$ cat config.mk
export PLATFORM = sky130hd
export DESIGN_NAME = heartbeat_command_listener
export DESIGN_NICKNAME = d
export VERILOG_FILES = /design/src/sv/hcl_pkg.sv /design/src/sv/heartbeat_command_listener.sv
export VERILOG_INCLUDE_DIRS = /design/src /design/src/sv
export SDC_FILE = /design/constraint.sdc
export NUM_CORES = 1
export LEC_CHECK = 0
export ABC_AREA = 1
export BUFFER_PORTS_ARGS = -buffer_cell sky130_fd_sc_hd__buf_2
export CAP_MARGIN = 20
export CORE_ASPECT_RATIO = 0.6
export CORE_MARGIN = 3
export CORE_UTILIZATION = 50
export CTS_CLUSTER_SIZE = 28
export DETAILED_ROUTE_END_ITERATION = 8
export PLACE_DENSITY = 0.77
export SLEW_MARGIN = 25
export SYNTH_ARGS = -nofsm -noshare
export SYNTH_HDL_FRONTEND = slang
export SYNTH_SLANG_ARGS = --single-unit
$ cat constraint.sdc
create_clock -name clock -period 6.8 [get_ports clock]
set_input_delay 1.02 -clock clock [delete_from_list [all_inputs] [get_ports clock]]
set_output_delay 1.02 -clock clock [all_outputs]
set_load 0.01 [all_outputs]
$ cat src/sv/heartbeat_command_listener_assert.svh
// Assertion macros shared by the heartbeat command listener RTL.
`ifndef HEARTBEAT_COMMAND_LISTENER_ASSERT_SVH
`define HEARTBEAT_COMMAND_LISTENER_ASSERT_SVH

// Same-cycle implication, disabled during reset.
`define HCL_ASSERT_IMPLY(label, clk, rst, ante, cons, msg) \
   label: assert property (@(posedge clk) disable iff (rst) (ante) |-> (cons)) \
      else $error(msg);

// Next-cycle implication, disabled during reset.
`define HCL_ASSERT_NEXT(label, clk, rst, ante, cons, msg) \
   label: assert property (@(posedge clk) disable iff (rst) (ante) |=> (cons)) \
      else $error(msg);

`endif

$ cat src/sv/hcl_pkg.sv
// Types and constants for the heartbeat command listener.
`timescale 1ns / 1ps
`default_nettype none

package hcl_pkg;

   // Item kinds on the request channel
   typedef enum logic [1:0] {
      OP_TICK      = 2'd0,
      OP_COMMAND   = 2'd1,
      OP_HEARTBEAT = 2'd2,
      OP_RESERVED  = 2'd3
   } op_type;

   // Result kinds
   typedef enum logic {
      KIND_PLAY  = 1'b0,
      KIND_REPLY = 1'b1
   } kind_type;

   // Configuration register indexes
   typedef enum logic [1:0] {
      CSR_MY_ID      = 2'd0,
      CSR_TIMEOUT    = 2'd1,
      CSR_RATE_MIN   = 2'd2,
      CSR_RATE_MAX   = 2'd3
   } csr_index_type;

   localparam logic [7:0]  BROADCAST_ID       = 8'd255;
   localparam logic [15:0] CMD_SET_SOURCE     = 16'd6;
   localparam logic [15:0] CMD_SET_OFFSET     = 16'd15;
   localparam logic [15:0] CMD_IDENTIFY       = 16'd16;
   localparam logic [15:0] CMD_IDENTIFY_REPLY = 16'd17;

   localparam logic [7:0] SECONDS_MAX       = 8'd255;
   localparam logic [7:0] RESET_MY_ID       = 8'd0;
   localparam logic [7:0] RESET_TIMEOUT     = 8'd5;
   localparam logic [7:0] RESET_RATE_MIN    = 8'd30;
   localparam logic [7:0] RESET_RATE_MAX    = 8'd200;

   typedef struct packed {
      op_type              operation;
      logic                packet_complete;
      logic [7:0]          target_id;
      logic [7:0]          tracking_id;
      logic [15:0]         command_code;
      logic signed [31:0]  cmd_arg;
      logic [7:0]          pod_id;
      logic [23:0]         bpm_q8;
      logic [31:0]         beat_age_ms;
   } req_type;

   typedef struct packed {
      kind_type            result_kind;
      logic [7:0]          play_rate;
      logic [31:0]         play_delay_ms;
      logic                rate_was_clamped;
      logic [7:0]          reply_receiver;
      logic [7:0]          reply_tracking_id;
      logic [15:0]         reply_command_code;
      logic signed [31:0]  reply_data;
      logic                fallback_active;
   } rsp_type;

endpackage

`default_nettype wire

$ cat src/sv/heartbeat_command_listener.sv
// Heartbeat command listener: command decode, heartbeat gating and fallback timer.
`timescale 1ns / 1ps
`default_nettype none

// Takes one request beat per cycle while req_stall is low (tick, command or
// heartbeat) and produces at most one registered response beat. All decode,
// clamp and offset add happen in one combinational pass from the request port
// into the response or skid register, and the state (source, offset, fallback
// flag, seconds counter) updates at the same edge, so the next beat may follow
// directly. A two-entry output (response register plus skid register) lets a
// new beat be accepted while a result waits; req_stall rises only when both
// hold data. Configuration writes are expected only while no beat is in flight.
module heartbeat_command_listener
   import hcl_pkg::*;
(
   input  wire logic          clock,
   input  wire logic          reset,
   // request channel
   input  wire logic          req_valid,
   output logic               req_stall,
   input  wire req_type       req_data,
   // response channel
   output logic               rsp_valid,
   input  wire logic          rsp_stall,
   output rsp_type            rsp_data,
   // configuration port
   input  wire logic          csr_write_enable,
   input  wire csr_index_type csr_index,
   input  wire logic [7:0]    csr_write_data
);

   // configuration
   logic [7:0] my_id_ff,    my_id_in;
   logic [7:0] timeout_ff,  timeout_in;
   logic [7:0] rate_min_ff, rate_min_in;
   logic [7:0] rate_max_ff, rate_max_in;

   // listener state
   logic [7:0]  source_ff,   source_in;
   logic [15:0] offset_ff,   offset_in;
   logic        fallback_ff, fallback_in;
   logic [7:0]  seconds_ff,  seconds_in;

   // output buffering
   logic    rsp_valid_ff,  rsp_valid_in;
   rsp_type rsp_data_ff,   rsp_data_in;
   logic    skid_valid_ff, skid_valid_in;
   rsp_type skid_data_ff,  skid_data_in;

   logic        accept;
   logic        rsp_take;
   logic [7:0]  seconds_tick;
   logic        fallback_chk;
   logic        addr_ok;
   logic        from_source;
   logic        hb_ok;
   logic [15:0] rate_int;
   logic        rate_low;
   logic        rate_high;
   logic [15:0] rate_raised;
   logic [31:0] offset_sext;
   logic        has_result;
   rsp_type     result;

   assign accept   = req_valid && !req_stall;
   assign rsp_take = rsp_valid_ff && !rsp_stall;

   // timeout check, ahead of acting on the beat
   assign seconds_tick = (req_data.operation == OP_TICK && seconds_ff != SECONDS_MAX)
                         ? seconds_ff + 8'd1 : seconds_ff;
   assign fallback_chk = fallback_ff || (seconds_tick >= timeout_ff);

   // command and heartbeat qualifiers
   assign addr_ok     = (req_data.target_id == my_id_ff) ||
                        (req_data.target_id == BROADCAST_ID);
   assign from_source = (req_data.pod_id == source_ff);
   assign hb_ok       = (req_data.bpm_q8 != 24'd0) &&
                        (from_source || (fallback_chk && req_data.pod_id == 8'd0));

   // integer rate and clamp; crossed bounds settle on rate_max
   assign rate_int    = req_data.bpm_q8[23:8];
   assign rate_low    = rate_int < {8'd0, rate_min_ff};
   assign rate_high   = rate_int > {8'd0, rate_max_ff};
   assign rate_raised = rate_low ? {8'd0, rate_min_ff} : rate_int;
   assign offset_sext = {{16{offset_ff[15]}}, offset_ff};

   // per-beat decode and state update
   always_comb begin
      source_in   = source_ff;
      offset_in   = offset_ff;
      fallback_in = fallback_chk;
      seconds_in  = seconds_tick;
      has_result  = 1'b0;
      result      = '0;
      if (req_data.packet_complete && req_data.operation == OP_COMMAND && addr_ok) begin
         case (req_data.command_code)
            CMD_SET_SOURCE: begin
               source_in = req_data.cmd_arg[7:0];
            end
            CMD_SET_OFFSET: begin
               offset_in = req_data.cmd_arg[15:0];
            end
            CMD_IDENTIFY: begin
               has_result                = 1'b1;
               result.result_kind        = KIND_REPLY;
               result.reply_receiver     = BROADCAST_ID;
               result.reply_tracking_id  = req_data.tracking_id;
               result.reply_command_code = CMD_IDENTIFY_REPLY;
               result.reply_data         = {my_id_ff | {8{offset_ff[15]}},
                                            offset_ff, source_ff};
               result.fallback_active    = fallback_chk;
            end
            default: ;
         endcase
      end
      if (req_data.packet_complete && req_data.operation == OP_HEARTBEAT && hb_ok) begin
         if (from_source) begin
            fallback_in = 1'b0;
            seconds_in  = 8'd0;
         end
         has_result              = 1'b1;
         result.result_kind      = KIND_PLAY;
         result.play_rate        = (rate_raised > {8'd0, rate_max_ff})
                                   ? rate_max_ff : rate_raised[7:0];
         result.play_delay_ms    = req_data.beat_age_ms + offset_sext;
         result.rate_was_clamped = rate_low || rate_high;
         result.fallback_active  = from_source ? 1'b0 : fallback_chk;
      end
   end

   // next state of the configuration registers: configuration writes
   always_comb begin
      my_id_in    = my_id_ff;
      timeout_in  = timeout_ff;
      rate_min_in = rate_min_ff;
      rate_max_in = rate_max_ff;
      if (csr_write_enable) begin
         case (csr_index)
            CSR_MY_ID:    my_id_in    = csr_write_data;
            CSR_TIMEOUT:  timeout_in  = csr_write_data;
            CSR_RATE_MIN: rate_min_in = csr_write_data;
            CSR_RATE_MAX: rate_max_in = csr_write_data;
            default: ;
         endcase
      end
   end

   // response register plus skid stage
   always_comb begin
      rsp_valid_in  = rsp_valid_ff;
      rsp_data_in   = rsp_data_ff;
      skid_valid_in = skid_valid_ff;
      skid_data_in  = skid_data_ff;
      if (skid_valid_ff) begin
         if (rsp_take) begin
            rsp_data_in   = skid_data_ff;
            skid_valid_in = 1'b0;
         end
      end else if (accept && has_result) begin
         if (!rsp_valid_ff || rsp_take) begin
            rsp_valid_in = 1'b1;
            rsp_data_in  = result;
         end else begin
            skid_valid_in = 1'b1;
            skid_data_in  = result;
         end
      end else if (rsp_take) begin
         rsp_valid_in = 1'b0;
      end
   end

   always_ff @(posedge clock) begin
      if (reset) begin
         my_id_ff      <= RESET_MY_ID;
         timeout_ff    <= RESET_TIMEOUT;
         rate_min_ff   <= RESET_RATE_MIN;
         rate_max_ff   <= RESET_RATE_MAX;
         source_ff     <= RESET_MY_ID;
         offset_ff     <= 16'd0;
         fallback_ff   <= 1'b0;
         seconds_ff    <= SECONDS_MAX;
         rsp_valid_ff  <= 1'b0;
         skid_valid_ff <= 1'b0;
      end else begin
         my_id_ff      <= my_id_in;
         timeout_ff    <= timeout_in;
         rate_min_ff   <= rate_min_in;
         rate_max_ff   <= rate_max_in;
         rsp_valid_ff  <= rsp_valid_in;
         skid_valid_ff <= skid_valid_in;
         if (csr_write_enable && csr_index == CSR_MY_ID) begin
            source_ff <= csr_write_data;
         end else if (accept) begin
            source_ff <= source_in;
         end
         if (accept) begin
            offset_ff   <= offset_in;
            fallback_ff <= fallback_in;
            seconds_ff  <= seconds_in;
         end
      end
   end

   // payload registers
   always_ff @(posedge clock) begin
      rsp_data_ff  <= rsp_data_in;
      skid_data_ff <= skid_data_in;
   end

   assign req_stall = skid_valid_ff;
   assign rsp_valid = rsp_valid_ff;
   assign rsp_data  = rsp_data_ff;

   // checks
`include "heartbeat_command_listener_assert.svh"

   `HCL_ASSERT_IMPLY(a_skid_behind_rsp, clock, reset, skid_valid_ff, rsp_valid_ff,
      "skid holds data while response register is empty")
   `HCL_ASSERT_NEXT(a_source_beat_clears, clock, reset,
      accept && !csr_write_enable && req_data.packet_complete &&
      req_data.operation == OP_HEARTBEAT && hb_ok && from_source,
      !fallback_ff && seconds_ff == 8'd0,
      "source heartbeat did not clear fallback timer")
   `HCL_ASSERT_NEXT(a_rsp_drains, clock, reset,
      rsp_take && !skid_valid_ff && !(accept && has_result), !rsp_valid_ff,
      "taken response beat not retired")
   `HCL_ASSERT_NEXT(a_skid_fill, clock, reset,
      rsp_valid_ff && rsp_stall && !skid_valid_ff && accept && has_result,
      skid_valid_ff && rsp_valid_ff, "result lost while response stalled")

endmodule

`default_nettype wire
==> results by group <==
Run status
  • Status: completed

Finish
  • Layout cell share with drive strength beyond 1: 15.79%
  • Area Growth Syn to Fin: 15.18%
  • Most frequent cells in the layout: nand2_1, inv_1, buf_2
  • Commonest non-fill, non-tap cell in the layout: nand2_1
  • Final std cells w/o fill: ~2200
  • Post-layout net count: between 2000 and 2500

Synth
  • Synth area leader: edfxtp_1
  • Synth warn: 0
  • Post-synth EDFFs: about 170
  • Area of the mapped netlist: ~13000 um2
  • Netlist cell types: 46
  • Gate Count Post-Synth: around 1700
  • Synth Flop Type: edfxtp_1
  • Seq cells post-synth: 235
  • Ranking of synthesized cells by area: edfxtp_1, nand2_1, dfxtp_1
  • Seq/Total Area, Yosys: a little under half
  • Post-synth ARST share: 0%
  • Synth top area share: 37.91%
  • Synthesized area per cell: about 8 um2

STA
  • Final hold violation count: 0
  • Setup TNS: 0 ps
  • Period minus WS final: 4494 ps
  • Final setup violation count: 0
  • Max Slew Vio Count: 0
  • Tcrit/Tclk final: 66.09%
  • Fin Clk Skew: around 12 ps
  • Max Freq: roughly 220 MHz
  • Slew margin rel.: 33.29%
  • RSZ-0062 raised after global routing: no
  • Final worst slack: 2306 ps
  • Slew @ Worst Pin: between 1000 and 1500 ps

Die
  • Core area: 25730 um2
  • Die H: approximately 130 um
  • Die footprint: roughly 29000 um2
  • Initial Util: between 50% and 60%
  • Die X: 216.6 um
  • # rows: 45
  • Ports: between 200 and 300

CTS
  • Clock Latency Late Sink: approximately 520 ps
  • CTS tree: yes
  • CTS max path bufs: 3
  • Clk sinks: between 200 and 250
  • Root buffer cell: clkbuf_16
  • Postcts setup bufs: 0
  • Hold-fix buffers, CTS: 0
  • H-tree depth: 1
  • Post-CTS Resized: 0
  • CTS Buf Count: 22
  • CTS clk-pin slew, worst paths: ~60 ps

Detailed routing
  • Routed length on met1: about 18000 um
  • Via density: about 5.1
  • DRT antenna net count: 0
  • Metal3 WL: 3386 um
  • DR vias: about 11000
  • Drt pass-1 iters: 5
  • Post-Route WL: around 37000 um
  • Wire per inst: approximately 16 um
  • Highest routed metal layer: met5
  • DRC violations left: 0
  • Initial DRC count: about 1100
  • Met2 wire length: about 14000 um

Place
  • GP Congestion: between 0.9 and 1
  • Place WS: 1726 ps
  • Port bufs: 224
  • Post-placement cell count: roughly 2200
  • Hpwl dp: 27990 um

Global route
  • First-pass GRT wire length: about 56000 um
  • Pin count of the biggest net entering global routing: between 90 and 100
  • Vias in the first global route: 10390
  • Total track usage: between 20% and 30%
  • Grt total ovfl: 0
  • Initial antenna violation count: 6

Worst hold path
  • HP Class: register to register
  • Worst Hold Path EP: timeout_ff[3]
  • Hold Path Depth: 2
  • HP Start: timeout_ff[3]

Setup path
  • R2R Setup Slk: roughly 2300 ps
  • WP data required: roughly 7000 ps
  • Startpoint Class: input pin
  • Worst Path Max Fanout: 53
  • Setup crit end kind: register
  • RR Startpoint: seconds_ff[1]
  • CP arrival: between 4000 and 5000 ps
  • Terminus of the critical flop-to-flop path: skid_data_ff[77]
  • Worst Setup Path Type: input pin to register
  • FF-to-FF path depth: 18

Power and ir drop
  • Leakage: slightly above 7 nW
  • Peak supply drop: 0.0001338 V
  • Pwr Density: just under 200 nW/um2

Job
  • Max_cap viols: 0
layout make-up:
cell class              instances  area, um2
well taps                     352      440.4
inverters                     240      908.4
repair buffers                231       1174
flip-flops and latches        235       6387
clock inverters                 9      98.84
fillers                      2355      10400
diodes                          3      7.507
clock buffers                  31      615.6
multi-input cells            1135       5697
sequential cells by signal, summed over array words and instances (netlist names):
signal        cells
rsp_data         84
my_id_ff          8
skid_data_ff     84
rate_max_ff       8
fallback_ff       1
source_ff         8
req_stall         1
rate_min_ff       8
rsp_valid         1
offset_ff        16
seconds_ff        8
timeout_ff        8
worst max-delay path, stage by stage:
cell      delay (ps)
buf_2            100
inv_1            120
nand3_2          160
nor3_1           300
nand2_1          110
xnor2_1          260
ha_1             290
nand2_1          100
nor2_1            50
a211oi_1         280
nand2_1           90
nand2_1          130
nand3_1          140
nand3_1          160
clkinv_2         770
buf_4            600
power breakdown:
part	leakage (nW)	total (W)	internal (W)	switching, W
combinational	4.89	0.000246	0.0000934	0.000152
clock	0.348	0.00124	0.000711	0.000533
sequential	1.93	0.00154	0.00153	0.0000125
kinds of logic after synthesis:
logic type | share of synthesized area (%)
compound gates | 7.776
xor+xnor | 2.435
fa+ha+maj | 6.074
buf+inv | 9.656
flops | 47.99
other cells | 0.02818
simple gates | 26.04
through the flow:
step                instance area, um2  util, %  total power, W  hold WS [ps]
global route                     15330    59.57        0.003141         495.9
global placement                 14610    56.77        0.001805         455.6
floorplan                        13360        -        0.001724         435.3
detailed placement               14610    56.77        0.001813         461.4
CTS                              15320    59.54        0.003046         470.1
finish                           15330    59.57        0.003030         475.2
layer usage:
layer	up-vias	global-route usage, %
li1	5728	-
met1	5238	40.75
met2	420	33.01
met3	49	5.758
met4	6	5.137
met5	-	0
synth_stat cells, types with 13 or more instances:
cell / count
nand2_1: 459
nand4_1: 13
ha_1: 63
nand3_1: 80
inv_1: 235
nor3_1: 24
a21oi_1: 121
xnor2_1: 21
xor2_1: 16
dfxtp_1: 67
buf_4: 25
edfxtp_1: 168
nor2_1: 214
clkbuf_1: 27
o21ai_0: 49
worst max-delay path by stage:
stage | startpoint | end | slack, ps | depth (start not counted)
final | req_data[129] | skid_data_ff[77] | 2310 | 16
after global routing | seconds_ff[1] | skid_data_ff[79] | 1920 | 18
after CTS | req_data[129] | skid_data_ff[79] | 2270 | 16
after detailed placement | req_data[129] | skid_data_ff[95] | 1730 | 16
after global placement | req_data[129] | skid_data_ff[95] | 1920 | 16
after floorplan | req_data[129] | rsp_data[0] | 1310 | 14
Note: power is estimated with default switching activity, not from simulation.
